**src/sv/sqs_pkg.sv**
```systemverilog
// shared types and constants for the stack/queue statistics block
package sqs_pkg;

   localparam int DEPTH_DEFAULT = 16;

   localparam logic [1:0] STATUS_OK    = 2'd0;
   localparam logic [1:0] STATUS_EMPTY = 2'd1;
   localparam logic [1:0] STATUS_FULL  = 2'd2;

   localparam logic OP_PUSH = 1'b0;
   localparam logic OP_POP  = 1'b1;

   typedef enum logic [1:0] {
      ST_IDLE,
      ST_PIVOT,
      ST_INNER,
      ST_FINISH
   } sqs_state_type;

   typedef enum logic [2:0] {
      CELL_HOLD,
      CELL_PUSH_FRONT,
      CELL_PUSH_BACK,
      CELL_POP,
      CELL_ROTATE
   } sqs_cell_op_type;

   typedef struct packed {
      sqs_cell_op_type    op;
      logic signed [31:0] value;
   } sqs_cell_ctl_type;

   typedef struct packed {
      logic               operation;
      logic signed [31:0] value;
   } sqs_req_type;

   typedef struct packed {
      logic signed [31:0] popped_value;
      logic [1:0]         status;
      logic [4:0]         count;
      logic [4:0]         distinct;
      logic signed [31:0] smallest;
      logic signed [31:0] largest;
      logic signed [39:0] total;
   } sqs_rsp_type;

endpackage

```
**src/sv/sqs_cell.sv**
```systemverilog
// one storage cell of the element chain
module sqs_cell #(
   parameter int INDEX = 0,
   parameter int CW    = 5
) (
   input  logic                      clock,
   input  sqs_pkg::sqs_cell_ctl_type ctl,
   input  logic [CW-1:0]             count,
   input  logic signed [31:0]        left_value,
   input  logic signed [31:0]        right_value,
   input  logic signed [31:0]        head_value,
   output logic signed [31:0]        value_out
);

   logic signed [31:0] value_ff;
   logic signed [31:0] value_in;

   always_comb begin
      value_in = value_ff;
      case (ctl.op)
         sqs_pkg::CELL_HOLD:       value_in = value_ff;
         sqs_pkg::CELL_PUSH_FRONT: value_in = (INDEX == 0) ? ctl.value : left_value;
         sqs_pkg::CELL_PUSH_BACK:  if (count == CW'(INDEX)) value_in = ctl.value;
         sqs_pkg::CELL_POP:        value_in = right_value;
         // wrap the first element around to the last occupied cell
         sqs_pkg::CELL_ROTATE:     value_in = (count == CW'(INDEX + 1)) ? head_value
                                                                        : right_value;
         default:                  value_in = value_ff;
      endcase
   end

   always_ff @(posedge clock) begin
      value_ff <= value_in;
   end

   assign value_out = value_ff;

endmodule

```
**src/sv/stack_queue_with_statistics.sv**
```systemverilog
// stack/queue of signed values with count, distinct, min, max and sum per request
// one request at a time: req_stall is held from acceptance until the response is issued,
// and while a response is stalled; the rescan
// rotates the cell chain count+1 times per stored element, pivot against later elements
// reset (synchronous, active high) empties the store, clears the sum and selects stack mode
// the cells themselves are not cleared; only occupied cells are ever read
module stack_queue_with_statistics #(
   parameter int DEPTH = sqs_pkg::DEPTH_DEFAULT
) (
   input  logic                 clock,
   input  logic                 reset,
   input  logic                 csr_write_enable,
   input  logic                 csr_write_data,
   input  logic                 req_valid,
   output logic                 req_stall,
   input  sqs_pkg::sqs_req_type req_data,
   output logic                 rsp_valid,
   input  logic                 rsp_stall,
   output sqs_pkg::sqs_rsp_type rsp_data
);

   localparam int CW = $clog2(DEPTH + 1);

   // mode register
   logic queue_mode_ff;

   always_ff @(posedge clock) begin
      if (reset) begin
         queue_mode_ff <= 1'b0;
      end else if (csr_write_enable) begin
         queue_mode_ff <= csr_write_data;
      end
   end

   // control and statistics registers
   sqs_pkg::sqs_state_type state_ff, state_in;
   logic [CW-1:0]      count_ff, count_in;
   logic signed [39:0] sum_ff, sum_in;
   logic signed [31:0] popped_ff, popped_in;
   logic [1:0]         status_ff, status_in;
   logic [CW-1:0]      pivot_idx_ff, pivot_idx_in;   // current pivot element
   logic [CW-1:0]      step_ff, step_in;             // rotation distance from pivot
   logic [CW-1:0]      distinct_ff, distinct_in;
   logic               uniq_ff, uniq_in;
   logic signed [31:0] pivot_ff, pivot_in;
   logic signed [31:0] min_ff, min_in;
   logic signed [31:0] max_ff, max_in;
   logic               rsp_valid_ff, rsp_valid_in;
   sqs_pkg::sqs_rsp_type rsp_ff, rsp_in;

   logic accept;
   logic out_busy;
   logic in_range;

   // cell chain, cell 0 holds the head element whenever the block is idle
   sqs_pkg::sqs_cell_ctl_type cell_ctl;
   logic signed [31:0]        cell_value [DEPTH];

   for (genvar k = 0; k < DEPTH; k++) begin : g_cell
      logic signed [31:0] left_v;
      logic signed [31:0] right_v;
      if (k == 0) begin : g_first
         assign left_v = cell_value[0];
      end else begin : g_left
         assign left_v = cell_value[k-1];
      end
      if (k == DEPTH - 1) begin : g_last
         assign right_v = cell_value[k];
      end else begin : g_right
         assign right_v = cell_value[k+1];
      end
      sqs_cell #(.INDEX(k), .CW(CW)) u_cell (
         .clock       (clock),
         .ctl         (cell_ctl),
         .count       (count_ff),
         .left_value  (left_v),
         .right_value (right_v),
         .head_value  (cell_value[0]),
         .value_out   (cell_value[k])
      );
   end

   assign out_busy  = rsp_valid_ff && rsp_stall;
   assign req_stall = (state_ff != sqs_pkg::ST_IDLE) || out_busy;
   assign accept    = req_valid && !req_stall;
   // element at rotation distance step still lies after the pivot
   assign in_range  = ({1'b0, pivot_idx_ff} + {1'b0, step_ff}) < {1'b0, count_ff};

   always_comb begin
      state_in     = state_ff;
      count_in     = count_ff;
      sum_in       = sum_ff;
      popped_in    = popped_ff;
      status_in    = status_ff;
      pivot_idx_in = pivot_idx_ff;
      step_in      = step_ff;
      distinct_in  = distinct_ff;
      uniq_in      = uniq_ff;
      pivot_in     = pivot_ff;
      min_in       = min_ff;
      max_in       = max_ff;
      rsp_in       = rsp_ff;
      rsp_valid_in = rsp_valid_ff && rsp_stall;
      cell_ctl.op    = sqs_pkg::CELL_HOLD;
      cell_ctl.value = req_data.value;

      case (state_ff)
         sqs_pkg::ST_IDLE: begin
            if (accept) begin
               popped_in = '0;
               status_in = sqs_pkg::STATUS_OK;
               if (req_data.operation == sqs_pkg::OP_PUSH) begin
                  if (count_ff == CW'(DEPTH)) begin
                     status_in = sqs_pkg::STATUS_FULL;
                  end else begin
                     cell_ctl.op = queue_mode_ff ? sqs_pkg::CELL_PUSH_BACK
                                                 : sqs_pkg::CELL_PUSH_FRONT;
                     count_in = count_ff + CW'(1);
                     sum_in   = sum_ff + {{8{req_data.value[31]}}, req_data.value};
                  end
               end else begin
                  if (count_ff == '0) begin
                     status_in = sqs_pkg::STATUS_EMPTY;
                  end else begin
                     cell_ctl.op = sqs_pkg::CELL_POP;
                     popped_in   = cell_value[0];
                     count_in    = count_ff - CW'(1);
                     sum_in      = sum_ff - {{8{cell_value[0][31]}}, cell_value[0]};
                  end
               end
               pivot_idx_in = '0;
               distinct_in  = '0;
               min_in       = -32'sd1;
               max_in       = -32'sd1;
               state_in     = (count_in == '0) ? sqs_pkg::ST_FINISH : sqs_pkg::ST_PIVOT;
            end
         end

         sqs_pkg::ST_PIVOT: begin
            pivot_in = cell_value[0];
            if (pivot_idx_ff == '0 || cell_value[0] < min_ff) min_in = cell_value[0];
            if (pivot_idx_ff == '0 || cell_value[0] > max_ff) max_in = cell_value[0];
            uniq_in     = 1'b1;
            step_in     = CW'(1);
            cell_ctl.op = sqs_pkg::CELL_ROTATE;
            state_in    = sqs_pkg::ST_INNER;
         end

         sqs_pkg::ST_INNER: begin
            cell_ctl.op = sqs_pkg::CELL_ROTATE;
            if (in_range && cell_value[0] == pivot_ff) uniq_in = 1'b0;
            step_in = step_ff + CW'(1);
            // a full turn plus one leaves the next pivot at the head
            if (step_ff == count_ff) begin
               distinct_in  = distinct_ff + CW'(uniq_ff);
               pivot_idx_in = pivot_idx_ff + CW'(1);
               state_in     = (pivot_idx_ff + CW'(1) == count_ff) ? sqs_pkg::ST_FINISH
                                                                  : sqs_pkg::ST_PIVOT;
            end
         end

         sqs_pkg::ST_FINISH: begin
            if (!out_busy) begin
               rsp_in.popped_value = popped_ff;
               rsp_in.status       = status_ff;
               rsp_in.count        = 5'(count_ff);
               rsp_in.distinct     = 5'(distinct_ff);
               rsp_in.smallest     = min_ff;
               rsp_in.largest      = max_ff;
               rsp_in.total        = sum_ff;
               rsp_valid_in        = 1'b1;
               state_in            = sqs_pkg::ST_IDLE;
            end
         end

         default: state_in = sqs_pkg::ST_IDLE;
      endcase
   end

   always_ff @(posedge clock) begin
      if (reset) begin
         state_ff     <= sqs_pkg::ST_IDLE;
         count_ff     <= '0;
         sum_ff       <= '0;
         rsp_valid_ff <= 1'b0;
      end else begin
         state_ff     <= state_in;
         count_ff     <= count_in;
         sum_ff       <= sum_in;
         rsp_valid_ff <= rsp_valid_in;
      end
   end

   // payload and scan registers
   always_ff @(posedge clock) begin
      popped_ff    <= popped_in;
      status_ff    <= status_in;
      pivot_idx_ff <= pivot_idx_in;
      step_ff      <= step_in;
      distinct_ff  <= distinct_in;
      uniq_ff      <= uniq_in;
      pivot_ff     <= pivot_in;
      min_ff       <= min_in;
      max_ff       <= max_in;
      rsp_ff       <= rsp_in;
   end

   assign rsp_valid = rsp_valid_ff;
   assign rsp_data  = rsp_ff;

   // an accepted request always starts a scan or a result
   a_accept_busy: assert property (@(posedge clock) disable iff (reset)
      accept |=> state_ff != sqs_pkg::ST_IDLE)
      else $error("request accepted but block stayed idle");

   a_count_bound: assert property (@(posedge clock) disable iff (reset)
      count_ff <= CW'(DEPTH))
      else $error("element count beyond depth");

   a_rsp_from_finish: assert property (@(posedge clock) disable iff (reset)
      $rose(rsp_valid_ff) |-> $past(state_ff) == sqs_pkg::ST_FINISH)
      else $error("response raised outside finish state");

   a_pivot_bound: assert property (@(posedge clock) disable iff (reset)
      state_ff == sqs_pkg::ST_INNER |-> pivot_idx_ff < count_ff && step_ff <= count_ff)
      else $error("scan index out of range");

endmodule

```
**config.mk**
```make
export PLATFORM = sky130hd
export DESIGN_NAME = stack_queue_with_statistics
export DESIGN_NICKNAME = d
export VERILOG_FILES = /design/src/sv/sqs_pkg.sv /design/src/sv/sqs_cell.sv /design/src/sv/stack_queue_with_statistics.sv
export SDC_FILE = /design/constraint.sdc
export NUM_CORES = 2
export LEC_CHECK = 0
export BUFFER_PORTS_ARGS = -buffer_cell sky130_fd_sc_hd__buf_2
export CAP_MARGIN = 20
export CORE_MARGIN = 8
export CORE_UTILIZATION = 40
export DETAILED_ROUTE_END_ITERATION = 8
export SLEW_MARGIN = 15
export SYNTH_ARGS = -nofsm -noshare
export SYNTH_HDL_FRONTEND = slang
export SYNTH_SLANG_ARGS = --single-unit
```
**constraint.sdc**
```tcl
create_clock -name clock -period 6.65 [get_ports clock]
set_input_delay 0.3325 -clock clock [delete_from_list [all_inputs] [get_ports clock]]
set_output_delay 0.3325 -clock clock [all_outputs]
set_load 0.1 [all_outputs]
```
# Word-level counts from Yosys, hierarchy flattened
# Cells that the tools add are included.
[totals] ff_bits=855 inputBits=39 output_inout_bits=150
[classes] addsub=8 order_cmp=3 eq_ne=52 n_mux=85 bitwise_logic=2 n_reduce_logical=43
[op_table] operator="32-bit one-hot mux with 4 select lines" count=15
[op_table] operator="32-bit 2-to-1 mux" count=35
[op_table] operator="32-bit one-hot mux with 2 select lines" count=2
[op_table] operator="40-bit 2-to-1 mux" count=3
[op_table] operator="32-bit one-hot mux with 3 select lines" count=1
[op_table] operator="40-bit adder" count=1
[op_table] operator="5-bit by 4-bit equality test with 1-bit output, second input constant" count=8
[op_table] operator="5-bit 2-to-1 mux" count=8
[op_table] operator="40-bit subtractor" count=1
[op_table] operator="2-bit AND reduction" count=17
[op_table] operator="32-bit equality test" count=1
[op_table] operator="32-bit greater-than comparator" count=1
[op_table] operator="32-bit < comparator" count=1
[op_table] operator="2-bit by 1-bit inequality test with 1-bit output, second input constant" count=15
[op_table] operator="5-bit one-hot mux with 2 select lines" count=3
[op_table] operator="2-bit inequality test, second input constant" count=11
[op_table] operator="5-bit by 3-bit equality test with 1-bit output, second input constant" count=4
[op_table] operator="2-bit 2-to-1 mux" count=10
[op_table] operator="3-bit AND reduction" count=6
[op_table] operator="5-bit by 1-bit adder with 5-bit output, second input constant" count=3
[op_table] operator="5-bit logical NOT" count=3
[op_table] operator="5-bit by 2-bit equality test with 1-bit output, second input constant" count=2
[op_table] operator="5-bit equality test" count=2
[op_table] operator="2-bit one-hot mux with 4 select lines" count=1
[op_table] operator="other kinds (25)" count=39

# Depth between registers and ports, before layout
[logic_depth] depth_word=10 ltp_mapped=23 ltp_nobuf=21

# Hierarchy
# Synthesis repeated with hierarchy kept, for this count alone.
[hier_totals] hier_cells=6183 area_unflattened_um2=61236.2
[modules_own_cells] mod="stack_queue_with_statistics" n_inst=1 cells_each=1514 area_each_um2=17377.9 seq_area_each_um2=9809.4
[modules_own_cells] mod="sqs_cell (g_cell[2].u_cell ...)" n_inst=3 cells_each=298 area_each_um2=2697.6 seq_area_each_um2=960.9
[modules_own_cells] mod="sqs_cell (g_cell[10].u_cell ...)" n_inst=3 cells_each=299 area_each_um2=2687.6 seq_area_each_um2=960.9
[modules_own_cells] mod="sqs_cell (g_cell[5].u_cell ...)" n_inst=2 cells_each=305 area_each_um2=3041.7 seq_area_each_um2=960.9
[modules_own_cells] mod="sqs_cell (g_cell[13].u_cell)" n_inst=1 cells_each=306 area_each_um2=3042.9 seq_area_each_um2=960.9
[modules_own_cells] mod="sqs_cell (g_cell[3].u_cell)" n_inst=1 cells_each=304 area_each_um2=2935.3 seq_area_each_um2=960.9
[modules_own_cells] mod="sqs_cell (g_cell[7].u_cell)" n_inst=1 cells_each=330 area_each_um2=2865.2 seq_area_each_um2=960.9
[modules_own_cells] mod="sqs_cell (g_cell[11].u_cell)" n_inst=1 cells_each=305 area_each_um2=2817.7 seq_area_each_um2=960.9
[modules_own_cells] mod="sqs_cell (g_cell[1].u_cell)" n_inst=1 cells_each=305 area_each_um2=2786.4 seq_area_each_um2=960.9
[modules_own_cells] mod="sqs_cell (g_cell[15].u_cell)" n_inst=1 cells_each=299 area_each_um2=2735.1 seq_area_each_um2=960.9
[modules_own_cells] mod="sqs_cell (g_cell[14].u_cell)" n_inst=1 cells_each=299 area_each_um2=2683.8 seq_area_each_um2=960.9
[modules_own_cells] mod="sqs_cell (g_cell[0].u_cell)" n_inst=1 cells_each=120 area_each_um2=1752.9 seq_area_each_um2=960.9

# Least setup slack after synthesis
# OpenSTA, ideal clock, no wires.
[synth_timing] kind="flip-flop to flip-flop" startpoint="register rsp_valid_ff, in the netlist rsp_valid" endpoint="register g_cell[0].u_cell.value_ff[0] (enable)" setup_ps=480 arrival_time_ps=5356 required_time_ps=6170 setup_slack_ps=814 path_stages_with_launch=7 path_buffers=0 period_less_slack_ps=5836 path_cell_list="dfxtp_1 -> nand2_1 -> nand3_1 -> inv_1 -> o21ai_0 -> o31a_1 -> a311oi_1"
[synth_via] elab_chain_len=9
[synth_rtl] item="start, declared" line_no="stack_queue_with_statistics.sv:48" text="logic rsp_valid_ff, rsp_valid_in;"
[synth_rtl] item="start signal, assigned" line_no="stack_queue_with_statistics.sv:190" text="rsp_valid_ff <= rsp_valid_in;"
[synth_rtl] item="1-bit logical AND *" line_no="stack_queue_with_statistics.sv:83" text="assign out_busy = rsp_valid_ff && rsp_stall;"
[synth_rtl] item="1-bit logical OR *" line_no="stack_queue_with_statistics.sv:84" text="assign req_stall = (state_ff != sqs_pkg::ST_IDLE) || out_busy;"
[synth_rtl] item="1-bit logical NOT *" line_no="stack_queue_with_statistics.sv:85" text="assign accept = req_valid && !req_stall;"
[synth_rtl] item="1-bit logical AND *" line_no="stack_queue_with_statistics.sv:85"
[synth_rtl] item="3-bit 2-to-1 mux *" line_no="stack_queue_with_statistics.sv:109" text="if (accept) begin"
[synth_rtl] item="3-bit one-hot mux with 2 select lines *" line_no="stack_queue_with_statistics.sv:107" text="case (state_ff)"
[synth_rtl] item="3-bit equality test, or another cell as far along" line_no="sqs_cell.sv:20" text="case (ctl.op)"
[synth_rtl] item="2-bit inequality test (no line) / 4-bit nonzero test (equally long branches)"
[synth_rtl] item="3-bit AND reduction (no line) *"
[synth_rtl] item="end signal, assigned" line_no="sqs_cell.sv:33" text="value_ff <= value_in;"
[synth_rtl] item="end, declared" line_no="sqs_cell.sv:15" text="logic signed [31:0] value_ff;"
# Mark *: on every way between the ends. The rest lies on a longest branch, timed or not.
# A chain may end at the register's enable or synchronous reset.

# Final worst setup path
[layout_timing] startpoint="register count_ff[0]" endpoint="register g_cell[0].u_cell.value_ff[6] (enable)"
[layout_via] elab_chain_len=8
[layout_rtl] item="start, declared" line_no="stack_queue_with_statistics.sv:37" text="logic [CW-1:0] count_ff, count_in;"
[layout_rtl] item="start signal, assigned" line_no="stack_queue_with_statistics.sv:188" text="count_ff <= count_in;"
[layout_rtl] item="5-bit equality test / 5-bit logical NOT (equally long branches)" line_no="stack_queue_with_statistics.sv:113, sqs_cell.sv:23, stack_queue_with_statistics.sv:122"
[layout_rtl] item="2-bit 2-to-1 mux, on equally long branches" line_no="stack_queue_with_statistics.sv:113, stack_queue_with_statistics.sv:122"
[layout_rtl] item="3-bit 2-to-1 mux" line_no="stack_queue_with_statistics.sv:112" text="if (req_data.operation == sqs_pkg::OP_PUSH) begin"
[layout_rtl] item="3-bit 2-to-1 mux" line_no="stack_queue_with_statistics.sv:109"
[layout_rtl] item="3-bit one-hot mux with 2 select lines" line_no="stack_queue_with_statistics.sv:107"
[layout_rtl] item="3-bit equality test, or another cell as far along" line_no="sqs_cell.sv:20"
[layout_rtl] item="2-bit inequality test (no line) / 4-bit nonzero test (equally long branches)"
[layout_rtl] item="3-bit AND reduction (no line) *"
# Marked as above.

==> metrics.cfg <==
[route]
first_pass_iters = 9
drt-total-wl_microns = 131000
vias_per_cell = 5.84
via_count = 31900
wl_met2_microns = 58700
wl_met1_microns = 56100
wl_met3_microns = 11700
final_antenna_net_count = 0
drc = 0
highest_layer = met5
drtIter0Drc = 3770
wl_per_cell_microns = 24.1

[clock_network]
clockRootBuffer = clkbuf_16
cts_buffers = 89
cts_resized = 0
cts_tree = yes
clk_pin_slew_ps = 70
clk_latency_ps = 670
cts-root-to-sink-buffers = 3
htree_levels = 3
cts_sinks = 855

[die]
coreArea_sq_mm = 0.105
start_util_pct = 40.3
dieWidth_microns = 342
pin_count = 189
die-area_sq_mm = 0.117
num_rows = 119
die_h_microns = 342

[grt]
antenna_found_initial = 13
grt_start_max_net_pins = 158
grt_use_total_pct = 21.6
grt_pass1_vias = 30200
grt_pass1_wl_microns = 197000
grt_overflow = 0

[logic_synthesis]
syn_area_sq_mm = 0.0424
synthArstFlopShare_pct = 0
synth.net_count = 4079
yosysWarningCount = 0
synth_ff_type = edfxtp_1
syn_area_per_cell_sq_um = 10.8
synth_cell_types = 80
syn_inst = 3911
synth_edf_count = 806
seq_area_frac_synth_pct = 59.4
ys_ff_latch = 855

[setup_path]
path_max_fanout = 39
cp_common_cell = buf_4
crit_slowest_cell = a311oi_4
rrSetupSlack_ps = 1630
crit_arrival_ps = 5370
crit_path_start = count_ff[0]
path_cells = clkinv_1 -> ha_1 -> and2_1 -> nand2_1 -> and3_4 -> nor2_2 -> buf_4 -> o31a_2 -> a311oi_4 -> buf_4
crit_type = reg -> reg
cp_top_family = compound AO/OA/AOI/OAI gates
max_stage_delay_ps = 890
timing.rr.start = count_ff[0]
end_kind = register
critPathBufInv = 3
worstPathRequired_ps = 7000
startpoint_type = register

[sta]
fin_setup_tns_ps = 0
period_minus_slack_ps = 5020
drv_slew = 0
clock_skew_ps = 43.7
fmax_mhz = 199
hold_viol_final = 0
rsz0062_at_grt = no
worstMarginPinSlew_ps = 1160
period_share_pct = 75.5
setup_viol = 0
maxSlewHeadroom_pct = 22.8

[final_layout]
final_cells = 5461
fin_area_sq_mm = 0.0480
finish.utilization_pct = 45.6
drive_above_1_share_pct = 12.8
nets = 4155
area_growth_pct = 13.2

[job]
max_cap_viol_count = 0

[min_path]
hold_class = in -> reg
min-delay-start = req_data[7]

[place]
post-dp-hpwl_microns = 90200
place_area_sq_mm = 0.0450
placed_cells_incl_taps = 5276
place.gp.congestion = 0.902
portBuffers = 188

[run_status]
status = completed

-- worst reg2reg max path, stage by stage, from the launching register on --
cell and delay (ps):
dfxtp_1 580, clkinv_1 360, ha_1 460, and2_1 260
nand2_1 190, and3_4 730, nor2_2 60, buf_4 300
o31a_2 430, a311oi_4 900, buf_4 410
-- metrics by stage --
| step | hold slack [ps] | worst slack [ps] |
|---|---|---|
| after floorplan | 400 | 814 |
| after global placement | 403 | 1650 |
| after detailed placement | 405 | 1610 |
| after CTS | 48.9 | 1650 |
| after global routing | 75.1 | 1380 |
| final | 79.8 | 1630 |
-- path summary, 6_finish.rpt --
| kind | cells past startpoint | endpoint |
|---|---|---|
| worst max-delay path | 10 | g_cell[0].u_cell.value_out[6] |
| worst min-delay path | 2 | g_cell[0].u_cell.value_out[7] |
| worst min register to register | 0 | rsp_data[139] |
| worst max register to register | 10 | g_cell[0].u_cell.value_out[6] |
-- cell usage in the layout, fill, tap and decap left out, types with 37 or more instances in the layout --
master     count
a21o_1        37
a21oi_1      688
a22oi_1      240
and2_1        69
buf_2        188
buf_4         88
clkbuf_16     89
dfxtp_1       49
edfxtp_1     806
ha_1         125
inv_1        112
nand2_1      203
nand2b_1      42
nand3_1       54
nor2_1       495
o21ai_0      206
xnor2_1       48
xor2_1        65
-- flip-flops by register name, summed over array words and instances (netlist names) --
register                 cells
g_cell.u_cell.value_out    512
rsp_data                   148
sum_ff                      40
max_ff                      32
min_ff                      32
pivot_ff                    32
popped_ff                   32
count_ff                     5
distinct_ff                  5
pivot_idx_ff                 5
step_ff                      5
state_ff                     2
status_ff                    2
queue_mode_ff                1
rsp_valid                    1
uniq_ff                      1
-- cell families (layout without fill, tap and decap cells) --
| kind of cell | count (synthesis) | in the layout | share of synthesized area (%) |
|---|---|---|---|
| other | 0 | 11 | 0 |
| xor gates and xnor gates | 113 | 113 | 2.33 |
| AOI/OAI and AO/OA | 1367 | 1367 | 19.2 |
| muxes | 37 | 37 | 0.983 |
| adders and majority gates | 129 | 129 | 3.84 |
| buffers and inverters | 421 | 569 | 3.75 |
| DFF | 855 | 855 | 59.4 |
| and+or+nand+nor | 989 | 989 | 10.5 |
-- final cells by class --
| cell class | instances | area, sq um |
|---|---|---|
| well taps | 1391 | 1740 |
| diodes | 11 | 27.5 |
| clock inverters | 61 | 513 |
| fillers | 9736 | 57300 |
| multi-input cells | 2635 | 15900 |
| repair buffers | 291 | 1880 |
| clock buffers | 102 | 2290 |
| flip-flops and latches | 855 | 25200 |
| inverters | 115 | 432 |
-- cell usage after synthesis (all sizes together), types with 49 or more instances --
cell type	count	area, sq um
clkbuf	292	1100
nand3	54	270
and2	70	438
edfxtp	806	24200
a21oi	704	3520
o21ai	223	1120
nand2	203	762
nor2	499	1870
inv	113	424
dfxtp	49	981
xor2	65	569
a22oi	240	1800
ha	127	1590
-- timing repair --
action | CTS | global route
endpoints found under the setup margin | 0 | 0
setup buffers | 0 | 0
hold buffers | 3 | 0
endpoints found under the hold margin | 2 | 0
-- layer usage --
layer  vias up  track usage (%)
met5         -                0
met4         6             8.22
met3       215             3.66
met2      1507             33.2
met1     15500             30.6
li1      14700                -
Power is left out: the tool's default activity adds up to more than one toggle a clock period on the data nets, which glitch-free logic cannot reach.
